**src/rtl/abq_pkg.sv**
```systemverilog
// ----------------------------------------------------------------------------
// abq_pkg
// Types, constants and helpers shared by the axial billboard quad generator.
// ----------------------------------------------------------------------------
package abq_pkg;

  localparam int HALF_WIDTH_W  = 20;
  localparam int TRAIL_SCALE_W = 18;
  localparam int CFG_INDEX_W   = 2;
  localparam int CFG_DATA_W    = 32;
  localparam int VS_W          = 31;
  localparam int SIDE_W        = 22;
  localparam int QUEUE_DEPTH   = 2;

  localparam logic [HALF_WIDTH_W-1:0]  HALF_WIDTH_RESET  = 20'd32768;
  localparam logic [TRAIL_SCALE_W-1:0] TRAIL_SCALE_RESET = 18'd16384;

  localparam logic [CFG_INDEX_W-1:0] REG_HALF_WIDTH  = 2'd0;
  localparam logic [CFG_INDEX_W-1:0] REG_TRAIL_SCALE = 2'd1;

  localparam logic [1:0] CORNER_TAIL_POS = 2'd0;
  localparam logic [1:0] CORNER_HEAD_POS = 2'd1;
  localparam logic [1:0] CORNER_HEAD_NEG = 2'd2;
  localparam logic [1:0] CORNER_TAIL_NEG = 2'd3;

  typedef logic signed [31:0] coord_t;
  typedef logic signed [SIDE_W-1:0] side_t;

  typedef struct packed {
    coord_t head_x;
    coord_t head_y;
    coord_t head_z;
    coord_t vel_x;
    coord_t vel_y;
    coord_t vel_z;
    coord_t cam_x;
    coord_t cam_y;
    coord_t cam_z;
  } in_word_t;

  typedef struct packed {
    coord_t     vert_x;
    coord_t     vert_y;
    coord_t     vert_z;
    logic [1:0] corner;
    logic       last_corner;
  } out_word_t;

  typedef struct packed {
    logic [2:0][31:0]     head;
    logic [2:0][31:0]     tail;
    logic [2:0][31:0]     cam;
    logic [2:0][VS_W-1:0] vs;
  } seg_t;

  typedef enum logic [3:0] {
    S_IDLE, S_LOOK, S_CROSS, S_CMAX, S_FITR, S_MMAX, S_FITL, S_SQ, S_SQRT, S_DIV, S_DONE
  } side_state_t;

  typedef enum logic [1:0] {
    B_IDLE, B_HEAD, B_TAIL, B_EMIT
  } back_state_t;

  function automatic coord_t sat32(input logic signed [35:0] v);
    if (v > 36'sd2147483647) return 32'sh7fffffff;
    if (v < -36'sd2147483648) return 32'sh80000000;
    return v[31:0];
  endfunction

endpackage

```
**src/rtl/abq_queue.sv**
```systemverilog
// ----------------------------------------------------------------------------
// abq_queue
// Short queue of prepared segments between the front and the back.
// ----------------------------------------------------------------------------
module abq_queue #(
  parameter int DEPTH = abq_pkg::QUEUE_DEPTH
) (
  input  logic          clk,
  input  logic          rst_n,
  input  logic          push_valid,
  output logic          push_full,
  input  abq_pkg::seg_t push_data,
  output logic          pop_valid,
  input  logic          pop,
  output abq_pkg::seg_t pop_data
);

  localparam int PTR_W = (DEPTH > 1) ? $clog2(DEPTH) : 1;
  localparam int CNT_W = $clog2(DEPTH + 1);

  abq_pkg::seg_t    mem_r [DEPTH];
  logic [PTR_W-1:0] wr_ptr_r, rd_ptr_r;
  logic [CNT_W-1:0] count_r;
  logic             do_push, do_pop;

  assign push_full = (count_r == CNT_W'(DEPTH));
  assign pop_valid = (count_r != '0);
  assign do_push   = push_valid & ~push_full;
  assign do_pop    = pop & pop_valid;
  assign pop_data  = mem_r[rd_ptr_r];

  always_ff @(posedge clk) begin
    if (!rst_n) begin
      wr_ptr_r <= '0;
      rd_ptr_r <= '0;
      count_r  <= '0;
    end else begin
      if (do_push) begin
        wr_ptr_r <= (wr_ptr_r == PTR_W'(DEPTH - 1)) ? '0 : wr_ptr_r + 1'b1;
      end
      if (do_pop) begin
        rd_ptr_r <= (rd_ptr_r == PTR_W'(DEPTH - 1)) ? '0 : rd_ptr_r + 1'b1;
      end
      if (do_push && !do_pop) begin
        count_r <= count_r + 1'b1;
      end else if (do_pop && !do_push) begin
        count_r <= count_r - 1'b1;
      end
    end
  end

  always_ff @(posedge clk) begin
    if (do_push) begin
      mem_r[wr_ptr_r] <= push_data;
    end
  end

endmodule

```
**config.mk**
```make
export PLATFORM = sky130hd
export DESIGN_NAME = abq_queue
export DESIGN_NICKNAME = d
export VERILOG_FILES = /design/src/rtl/abq_pkg.sv /design/src/rtl/abq_queue.sv
export SDC_FILE = /design/constraint.sdc
export NUM_CORES = 1
export LEC_CHECK = 0
export BUFFER_PORTS_ARGS = -buffer_cell sky130_fd_sc_hd__buf_2
export CAP_MARGIN = 40
export CORE_AREA = 3 3 299 301
export CTS_CLUSTER_DIAMETER = 200
export CTS_CLUSTER_SIZE = 12
export DETAILED_ROUTE_END_ITERATION = 12
export DIE_AREA = 0 0 302 304
export HOLD_SLACK_MARGIN = 0.06
export RECOVER_POWER = 25
export SLEW_MARGIN = 20
export SYNTH_ARGS = -nofsm -noshare
export SYNTH_HDL_FRONTEND = slang
export SYNTH_SLANG_ARGS = --single-unit
```
**constraint.sdc**
```tcl
create_clock -name clk -period 76.9 [get_ports clk]
set_input_delay 15.38 -clock clk [delete_from_list [all_inputs] [get_ports clk]]
set_output_delay 15.38 -clock clk [all_outputs]
set_load 0.05 [all_outputs]
```
# After elaboration in Yosys (flattened, before gate mapping)
# Memories as Yosys holds them, arrays and structs flattened. A register that Yosys moved wholly into a read port is not among the register bits.
# Cells that the tools add are included.
dict set report word_totals {
  ff_bits 4
  ram_bits 762
  inputBits 385
  out_inout_bits 383
  wordCells 26
  n_memories 1
}
dict set report classes {
  addsub 4
  n_eq_ne 1
  muxes 8
  bitwise_logic 3
  reduce_logical 6
}
# memory words word_bits rd rd_clocked_by_memory_dff write_ports line
set mem_list {}
lappend mem_list {mem_r 2 381 1 1 1 abq_queue.sv:21} ;# abq_pkg::seg_t mem_r [DEPTH];
# cell n
set op_table {}
lappend op_table {{$mux W1} 6}
lappend op_table {{$mux W2} 2}
lappend op_table {{$reduce_bool A2 Y1} 2}
lappend op_table {{$add A1 B1 Y1 const B} 2}
lappend op_table {{$add A2 B1 Y2 const B} 1}
lappend op_table {{$and A1 B1 Y1} 2}
lappend op_table {{$eq A2 B2 Y1 const B} 1}
lappend op_table {{$logic_and A1 B1 Y1} 2}
lappend op_table {{$logic_not A1 Y1} 2}
lappend op_table {{$sub A2 B1 Y2 const B} 1}
lappend op_table {{$not A1 Y1} 1}

# Logic depth before layout (Yosys ltp)
# Gate-level depths: netlist of the first run.
dict set report logic_depth {
  word_depth 7
  ltp_mapped 7
  mapped_depth_nobuf 7
}

# Worst setup path after synthesis of the first run
# Ideal clock, no wire load.
dict set report synth_timing {
  path_type {input port to flip-flop}
  from {input push_valid}
  to {register wr_ptr_r}
  setup_time_ns 0.170
  t_arrival_ns 42.541
  t_required_ns 76.730
  path_slack_ns 34.189
  path_stages 3
  path_buffers 0
  path_cell_list {inv_1 -> nor3_1 -> o21a_1}
}
dict set report synth_via {
  elab_chain_cells 1
}
# item line
set synth_lines {}
lappend synth_lines {{start: declaration} abq_queue.sv:10} ;# input logic push_valid,
lappend synth_lines {{$and A1 B1 Y1} abq_queue.sv:28} ;# assign do_push = push_valid & ~push_full;
lappend synth_lines {{end signal: assignment} abq_queue.sv:39} ;# wr_ptr_r <= (wr_ptr_r == PTR_W'(DEPTH - 1)) ? '0 : wr_ptr_r + 1'b1;
lappend synth_lines {{end: declaration} abq_queue.sv:22} ;# logic [PTR_W-1:0] wr_ptr_r, rd_ptr_r;
# Every way passes these cells.
# A chain may end at the register's enable or synchronous reset.

==> metrics.md, run 1 <==
| Metric | Value |
|---|---|
| Flop pwr share | `0.399` |
| CP Capture Type | `output pin` |
| Worst clock skew | `0.0279 ns` |
| Outcome | `complete, no violations` |
| FF+latch count, synth | `767` |
| DRC viols | `0` |
| Logic pwr share | `0.367` |
| Bufs and invs on worst path | `7` |
| Fin nets | `2414` |
| Die Height | `304 µm` |
| Worst-margin pin slew | `1.15 ns` |
| Mapped Area | `0.0280 mm²` |
| TritonCTS buffer count | `73` |
| Max Freq | `52.4 MHz` |
| Total gr overflow | `0` |
| PD cells | `38.3 mW/mm²` |
| Clk sink count | `767` |
| Crit path max fanout | `56` |
| Initial DRT Pass Iterations | `4` |
| Avg Inst Size Synth | `23.2 µm²` |
| Root buffer cell | `clkbuf_16` |
| Synth area leader | `edfxtp_1` |
| P&R area growth vs syn | `25.8%` |
| Final Hold Viols | `0` |
| Final setup vio count | `0` |
| Final worst slack | `57.83 ns` |
| Pre-CTS setup slack | `57.86 ns` |
| Worst skew pair latency | `0.59 ns` |
| RePlAce Congestion | `0.796` |
| R2r setup slk | `73.04 ns` |
| Vias | `14300` |
| Worst Path Required | `61.52 ns` |
| Hold_buf cts | `0` |
| H-tree levels | `3` |
| CTS max path bufs | `3` |
| Top cells by area, synth | `edfxtp_1, mux2_2, mux2_4` |
| Ports | `768` |
| Final WL | `63800 µm` |
| Final period util | `0.248` |
| Max-slew violation count | `0` |
| Sequential cell area fraction in the yosys report | `0.820` |
| Hold path depth | `2` |
| WL/cell | `19.9 µm` |
| # rows | `108` |
| WP depth | `8` |
| RSZ-0062 raised after global routing | `false` |
| CP Launch Type | `register` |
| TritonCTS clock tree | `yes` |
| Crit Path Class | `reg -> out` |
| Post-synth top area share | `0.817` |
| Number of flops mapped to enable cells by yosys | `762` |
| Peak supply drop | `0.0000298 V` |
| Post-CTS setup buffer count | `0` |
| Syn_nets | `1596` |
| Crit path max-delay family | `buffers and inverters` |
| Setup TNS | `0 ns` |
| Post-route minimum period | `19.07 ns` |
| Util after Layout | `0.406` |
| First-pass GRT wire length | `92500 µm` |
| CTS clk-pin slew, worst paths | `0.07 ns` |
| Critical Path AT | `3.69 ns` |
| Ys async rst share | `0` |
| Crit-path max cell delay | `0.50 ns` |
| Port bufs | `767` |
| Max-Cap Viols | `0` |
| Initial antenna violation count | `25` |
| Syn Inst Count | `1210` |
| Vias in the first global route | `15300` |
| Sw frac | `0.380` |
| Share of cells above drive strength 1 | `0.560` |
| DR vias/cell | `4.45` |
| Main synth FF type | `edfxtp_1` |
| Die X | `302 µm` |
| Static Leak | `0.0128 µW` |
| Int Pwr | `837 µW` |
| Critical path cell sequence | `buf_4 > buf_16 > buf_4 > buf_16 > buf_4 > buf_16 > mux2_2 > buf_2` |
| Pin count of the biggest net entering global routing | `172` |
| Register-to-Register Path Depth | `7` |
| Resized cells post-CTS | `0` |
| Slew Limit Headroom | `0.233` |
| Synth Warn # | `0` |
| HPWL Detailed | `44900 µm` |
| Area of the die | `0.0918 mm²` |
| Total track usage | `0.132` |
| Core region area | `0.0869 mm²` |
| ANT nets after route | `0` |
| Starting Density | `0.322` |
| Hold crit path type | `reg -> reg` |
| Synth unique cells | `20` |
| Clock share of power | `0.234` |
| Crit path max-delay cell type | `dfxtp_4` |
| Psw | `512 µW` |
| Initial DRC Count | `779` |
power groups by stage:
stage                     combinational, µW  sequential [µW]  clock (µW)
final                                   495              538         316
after floorplan                         387              592           0
after CTS                               499              539         328
after global placement                  488              549           0
after global routing                    515              543         344
after detailed placement                498              548           0
final cells by class:
| cell class | instances | area [µm²] |
|---|---|---|
| clock inverter | 4 | 78.8 |
| antenna | 18 | 45.0 |
| timing repair buffer | 785 | 4020 |
| inverter | 2 | 7.51 |
| clock buffer | 82 | 1900 |
| sequential | 767 | 23000 |
| tap | 1155 | 1450 |
| fill | 7856 | 51600 |
| multi-input combinational | 399 | 4760 |
flip-flops by register name, indices dropped and copies added (netlist names), named ones only:
| signal | cells |
|---|---|
| count_r | 2 |
| mem_r | 762 |
| rd_ptr_r | 1 |
| wr_ptr_r | 1 |
cells in the final DEF (no fill, tap or decap), drive strengths merged, types with 2 or more instances in the layout:
master    n
buf     678
xnor2     2
mux2    381
clkinv    4
inv       2
and2      3
o21ai     2
a21boi    2
dfxtp     5
diode    18
edfxtp  762
clkbuf  189
routing by layer:
metal,track usage,part of all wire
met1,0.135,0.34
met2,0.238,0.52
met3,0.0554,0.10
met4,0.0522,0.032
met5,0,0.0016
cells in the mapped netlist (2+ instances only):
library cell,instances
buf_6,10
buf_2,32
xnor2_1,2
dfxtp_1,5
and2_1,3
o21ai_0,2
mux2_4,90
edfxtp_1,762
a21boi_0,2
inv_1,2
mux2_2,291
tightest hold or removal path, delay by kind of cell (launching register included):
family	cells	cell delay [ns]
AO/OA/AOI/OAI	2	0.18
flip-flops	1	0.34
stage by stage:
stage,hold slack [ns],instances,area [µm²],power [µW]
after global routing,0.579,3205,35200,1400
after CTS,0.570,3191,35300,1370
final,0.571,3212,35300,1350
after floorplan,0.483,1210,28000,979
after global placement,0.502,3101,33200,1040
after detailed placement,0.558,3105,33300,1050
cell families after synthesis:
group	share of synthesized area
DFF	0.820
muxes	0.165
buffers and inverters	0.0100
and+or+nand+nor	0.00188
AOI/OAI and AO/OA	0.00116
xor gates and xnor gates	0.000938
adders and majority gates	0.000447
path summary, 6_finish.rpt:
check / startpoint / end
worst min register to register: count_r[1] / count_r[1]
worst max-delay path: register / pop_data[194]
worst min-delay path: count_r[1] / count_r[1]
worst max register to register: count_r[0] / mem_r[1][275]
(Power assumes the default switching activity.)
==> inputs of run 2 (changes only) <==
clock period = 19 ns   (was 76.9 ns; I/O delays follow)
==> run 2 against run 1 <==
Final cell count is 0.12% higher. Utilization is 0.15 points higher. Via count hardly changed. Global-route usage is 0.33 points higher. Cell area is 0.36% higher. Largest power group unchanged. Count of clock-buffer cells in the layout stayed put. Non-clock buffer count is 10 higher. Clock power grew to 4.1 times the previous value. Power grew to 4.1 times the previous value. Sequential cell count stayed put. Critical path depth stayed put. Register-to-register slack worse by 57 ns.
==> metrics.md, run 2 (synthesis results as in run 1) <==
| Metric | Value |
|---|---|
| Final period util | `0.397` |
| H-tree levels | `3 (unchanged)` |
| Hold_buf cts | `0 (unchanged)` |
| CTS max path bufs | `3 (unchanged)` |
| Initial antenna violation count | `22 (-12%)` |
| TritonCTS buffer count | `73 (unchanged)` |
| Reg with most FFs | `mem_r` |
| Peak supply drop | `0.000109 V (+270%)` |
| Die X | `302 µm (unchanged)` |
| Vias in the first global route | `15200 (-0.77%)` |
| Hold crit path type | `reg -> reg` |
| Commonest non-fill, non-tap cell in the layout | `edfxtp_1` |
| CTS clk-pin slew, worst paths | `0.06 ns (about the same)` |
| ANT nets after route | `0 (unchanged)` |
| Post-CTS setup buffer count | `0 (unchanged)` |
| Worst skew pair latency | `0.61 ns (+0.02 ns)` |
| Max reg flops | `762 (unchanged)` |
| Util after Layout | `0.407 (+0.00145)` |
| RSZ-0062 raised after global routing | `false` |
| Clock share of power | `0.234 (about the same)` |
| Psw | `2090 µW (+310%)` |
| P&R area growth vs syn | `26.3%` |
| Initial DRT Pass Iterations | `6 (+2)` |
| Port bufs | `767 (unchanged)` |
| Worst hold slack | `0.524 ns (-0.0469 ns)` |
| Placed instance area | `0.0334 mm² (+0.47%)` |
| Initial DRC Count | `717 (-8.0%)` |
| Total gr overflow | `0 (unchanged)` |
| Total track usage | `0.136 (+0.00332)` |
| HPWL Detailed | `46600 µm (+3.9%)` |
| Share of cells above drive strength 1 | `0.559 (-0.000781)` |
| Outcome | `complete, no violations` |
| Max-slew violation count | `0 (unchanged)` |
| Slew Limit Headroom | `0.305 (+0.0720)` |
| # rows | `108 (unchanged)` |
| Ports | `768 (unchanged)` |
| Final WL | `65200 µm (+2.1%)` |
| Most frequent cells in the layout | `edfxtp_1, buf_2, mux2_2` |
| First-pass GRT wire length | `94400 µm (+2.1%)` |
| DR vias/cell | `4.44 (-0.15%)` |
| Sw frac | `0.381 (+0.000927)` |
| Clk sink count | `767 (unchanged)` |
| Worst-margin pin slew | `1.04 ns (-0.108 ns)` |
| Final setup vio count | `0 (unchanged)` |
| Logic pwr share | `0.369 (+0.002)` |
| Pin count of the biggest net entering global routing | `152 (-12%)` |
| R2r setup slk | `15.66 ns (-57.38 ns)` |
| CP Launch Type | `register` |
| CP Capture Type | `output pin` |
| Worst clock skew | `0.0223 ns (-0.00559 ns)` |
| Worst Path Required | `15.20 ns (-46.32 ns)` |
| Root buffer cell | `clkbuf_16` |
| Int Pwr | `3400 µW (+310%)` |
| Area of the die | `0.0918 mm² (unchanged)` |
| Max Freq | `132 MHz` |
| Crit Path Class | `reg -> out` |
| PD cells | `155 mW/mm² (+310%)` |
| Vias | `14300 (-0.028%)` |
| Core region area | `0.0869 mm² (unchanged)` |
| Largest regs | `mem_r (762), count_r (2)` |
| Final Hold Viols | `0 (unchanged)` |
| RePlAce Congestion | `0.818 (+2.8%)` |
| Flop pwr share | `0.396 (-0.003)` |
| DRC viols | `0 (unchanged)` |
| Crit path max fanout | `51 (-8.9%)` |
| WL/cell | `20.3 µm (+2.0%)` |
| Setup TNS | `0 ns (unchanged)` |
| Static Leak | `0.0128 µW (+0.47%)` |
| Post-route minimum period | `7.55 ns` |
| Fin nets | `2424 (+0.41%)` |
| TritonCTS clock tree | `yes` |
| Die Height | `304 µm (unchanged)` |
| Max-Cap Viols | `0 (unchanged)` |
| Critical Path AT | `3.75 ns (+0.06 ns)` |
| Resized cells post-CTS | `0 (unchanged)` |
| Starting Density | `0.322 (unchanged)` |
| Design area | `0.0354 mm² (+0.36%)` |
[run 2: cell types whose count changed in the layout (fill, tap and decap cells not counted), sizes merged]
cell,change
buf,+6
clkbuf,+4
diode,-6
[run 2: per-stage QoR]
stage	worst slack, ns	total power [µW]	std cells
after CTS	10.49	5560	3201
after global placement	11.05	4200	3105
after floorplan	5.63	3850	1210
final	11.45	5490	3216
after detailed placement	11.17	4250	3115
after global routing	11.26	5700	3213
[run 2: routing by layer]
metal | wire, µm | part of all wire | global-route usage | vias to the layer above
li1 | - | - | - | 6478
met3 | 5580 | 0.086 | 0.0472 | 125
met1 | 22900 | 0.35 | 0.142 | 7135
met5 | 128 | 0.0020 | 0 | -
met4 | 1990 | 0.031 | 0.0522 | 18
met2 | 34600 | 0.53 | 0.248 | 534
[run 2: worst paths after layout]
| path | from | end | cells past startpoint |
|---|---|---|---|
| min | count_r[1] | count_r[1] | 2 |
| max | register | pop_data[249] | 8 |
| min reg2reg | count_r[1] | count_r[1] | 2 |
| max reg2reg | count_r[0] | mem_r[0][239] | 9 |
[run 2: layout make-up]
type | count | area [µm²]
inverters | 2 | 7.51
flip-flops and latches | 767 | 23000
clock inverters | 4 | 78.8
clock buffers | 82 | 1900
multi-input cells | 399 | 4770
diodes | 12 | 30.0
repair buffers | 795 | 4160
fillers | 7870 | 51500
well taps | 1155 | 1450
[run 2: critical path: stages (launching register included)]
cell	delay, ns
dfxtp_4	0.51
buf_16	0.29
buf_4	0.39
buf_4	0.31
buf_16	0.29
buf_4	0.30
buf_16	0.30
mux2_2	0.38
buf_2	0.21
[run 2: power by group through the flow]
stage | Clock [µW] | Combinational (µW) | Sequential, µW
final | 1290 | 2030 | 2170
after global routing | 1400 | 2110 | 2190
after CTS | 1330 | 2050 | 2180
after detailed placement | 0 | 2040 | 2210
after global placement | 0 | 1980 | 2220
after floorplan | 0 | 1570 | 2280
==> inputs of run 3 (changes only) <==
CORE_AREA = 3 3 296 298   (was 3 3 299 301)
DIE_AREA = 0 0 299 301   (was 0 0 302 304)
clock period = 6.6 ns   (was 19 ns; I/O delays follow)
==> run 3 against run 2 <==
Power grew to 2.9 times the previous value. Routed wire length grew 2.0%. Via count is essentially flat. Global-route usage grew 0.64 points. Utilization grew 0.68 points. Clock skew shrank 0.0052 ns. Critical path depth shrank 4. Clock power grew to 2.9 times the previous value. First-iteration DRC count grew 16%. Cell area shrank 0.36%. Combinational power grew to 2.8 times the previous value.
==> metrics.md, run 3 (synthesis results as in run 1) <==
| Metric | Value |
|---|---|
| Reg with most FFs | `mem_r` |
| Worst clock skew | `0.0171 ns (-0.00521 ns)` |
| Hold_buf cts | `0 (unchanged)` |
| Post-CTS setup buffer count | `0 (unchanged)` |
| Logic pwr share | `0.365 (-0.004)` |
| Register-to-Register Path Depth | `5 (-4)` |
| Largest regs | `mem_r (762), count_r (2)` |
| Final Hold Viols | `0 (unchanged)` |
| RePlAce Congestion | `0.854 (+4.4%)` |
| Total gr overflow | `0 (unchanged)` |
| Worst skew pair latency | `0.62 ns (about the same)` |
| Clk sink count | `767 (unchanged)` |
| TritonCTS buffer count | `73 (unchanged)` |
| PD cells | `447 mW/mm² (+190%)` |
| Max-slew violation count | `0 (unchanged)` |
| Root buffer cell | `clkbuf_16` |
| CTS max path bufs | `3 (unchanged)` |
| RSZ-0062 raised after global routing | `false` |
| Worst-margin pin slew | `1.07 ns (+0.0321 ns)` |
| Pin count of the biggest net entering global routing | `146 (-3.9%)` |
| Critical Path AT | `2.67 ns (-1.08 ns)` |
| Die X | `299 µm (-0.99%)` |
| CTS clk-pin slew, worst paths | `0.06 ns (about the same)` |
| Resized cells post-CTS | `0 (unchanged)` |
| P&R area growth vs syn | `25.8%` |
| HPWL Detailed | `47100 µm (+1.2%)` |
| Total track usage | `0.142 (+0.00640)` |
| Pre-CTS setup slack | `3.11 ns (-8.05 ns)` |
| Sw frac | `0.383 (+0.00210)` |
| H-tree levels | `3 (unchanged)` |
| DRC viols | `0 (unchanged)` |
| Share of cells above drive strength 1 | `0.569 (+0.00955)` |
| Core region area | `0.0851 mm² (-2.0%)` |
| Vias in the first global route | `15500 (+2.0%)` |
| Crit Path Class | `reg -> out` |
| Clock share of power | `0.235 (about the same)` |
| First-pass GRT wire length | `96500 µm (+2.2%)` |
| CP Launch Type | `register` |
| Ports | `768 (unchanged)` |
| Area of the die | `0.0900 mm² (-2.0%)` |
| Psw | `6030 µW (+190%)` |
| Vias | `14300 (+0.049%)` |
| Starting Density | `0.329 (+0.00660)` |
| Hold crit path type | `reg -> reg` |
| Initial DRT Pass Iterations | `4 (-2)` |
| Post-route minimum period | `3.99 ns` |
| Most frequent cells in the layout | `edfxtp_1, buf_2, mux2_2` |
| Die Height | `301 µm (-0.99%)` |
| Hold path depth | `2 (unchanged)` |
| Initial antenna violation count | `22 (unchanged)` |
| CP Capture Type | `output pin` |
| Fin nets | `2416 (-0.33%)` |
| Final WL | `66500 µm (+2.0%)` |
| DR vias/cell | `4.46 (+0.33%)` |
| Max-Cap Viols | `0 (unchanged)` |
| # rows | `107 (-0.93%)` |
| Worst Path Required | `5.28 ns (-9.92 ns)` |
| Peak supply drop | `0.000276 V (+150%)` |
| Static Leak | `0.0128 µW (about the same)` |
| Final worst slack | `2.61 ns (-8.85 ns)` |
| WL/cell | `20.7 µm (+2.3%)` |
| Final setup vio count | `0 (unchanged)` |
| Final period util | `0.605` |
| Initial DRC Count | `831 (+16%)` |
| Flop pwr share | `0.400 (+0.004)` |
| Int Pwr | `9710 µW (+190%)` |
| Crit path max fanout | `35 (-31%)` |
| Max Freq | `250 MHz` |
| ANT nets after route | `0 (unchanged)` |
| Slew Limit Headroom | `0.284 (-0.0214)` |
| TritonCTS clock tree | `yes` |
| Outcome | `complete, no violations` |
| Port bufs | `767 (unchanged)` |
| Util after Layout | `0.414 (+0.00682)` |
| Worst hold slack | `0.565 ns (+0.0413 ns)` |
| Commonest non-fill, non-tap cell in the layout | `edfxtp_1` |
| Max reg flops | `762 (unchanged)` |
[run 3: cell types whose count changed in the layout (fill, tap and decap cells not counted), sizes merged]
| cell | previous run | this run |
|---|---|---|
| buf | 684 | 699 |
| diode | 12 | 15 |
| clkbuf | 193 | 174 |
| inv | 2 | 5 |
[run 3: layer usage]
layer  track usage  part of all wire  wire (µm)  up-vias
met5             0            0.0012         77        -
met4        0.0600             0.033       2190       10
met3        0.0522             0.091       6020      121
met2         0.261              0.54      35700      575
met1         0.145              0.34      22500     7119
li1              -                 -          -     6472
[run 3: per-stage QoR]
stage	TNS, ns	area [µm²]	cells	power, µW
global route	0	35200	3201	16400
floorplan	-1616.13	28000	1210	11000
global placement	0	33300	3097	12100
finish	0	35200	3207	15700
detailed placement	0	33300	3099	12200
CTS	0	35300	3192	16000
[run 3: critical path, cell delays in order, from the launching register on]
cell and delay, ns:
dfxtp_4 0.68, buf_12 0.27, buf_4 0.45, mux2_2 0.41, buf_2 0.22
[run 3: power by group through the flow]
stage / sequential [µW] / combinational (µW) / clock, µW
floorplan: 6510 / 4520 / 0
global placement: 6400 / 5720 / 0
detailed placement: 6400 / 5800 / 0
CTS: 6300 / 5820 / 3850
global route: 6350 / 5970 / 4030
finish: 6290 / 5740 / 3710
[run 3: area by class of cell]
class / instances / area [µm²]
fill: 7726 / 49900
sequential: 767 / 23000
multi-input combinational: 399 / 4770
timing repair buffer: 787 / 4000
clock buffer: 86 / 1880
tap: 1144 / 1430
clock inverter: 7 / 130
antenna: 15 / 37.5
inverter: 2 / 20.0
[run 3: path summary, 6_finish.rpt]
kind | from | slack, ns | end
worst max-delay path | register | 2.61 | pop_data[29]
worst min-delay path | count_r[1] | 0.57 | count_r[1]
worst max register to register | count_r[0] | 4.09 | mem_r[0][169]
worst min register to register | count_r[1] | 0.57 | count_r[1]
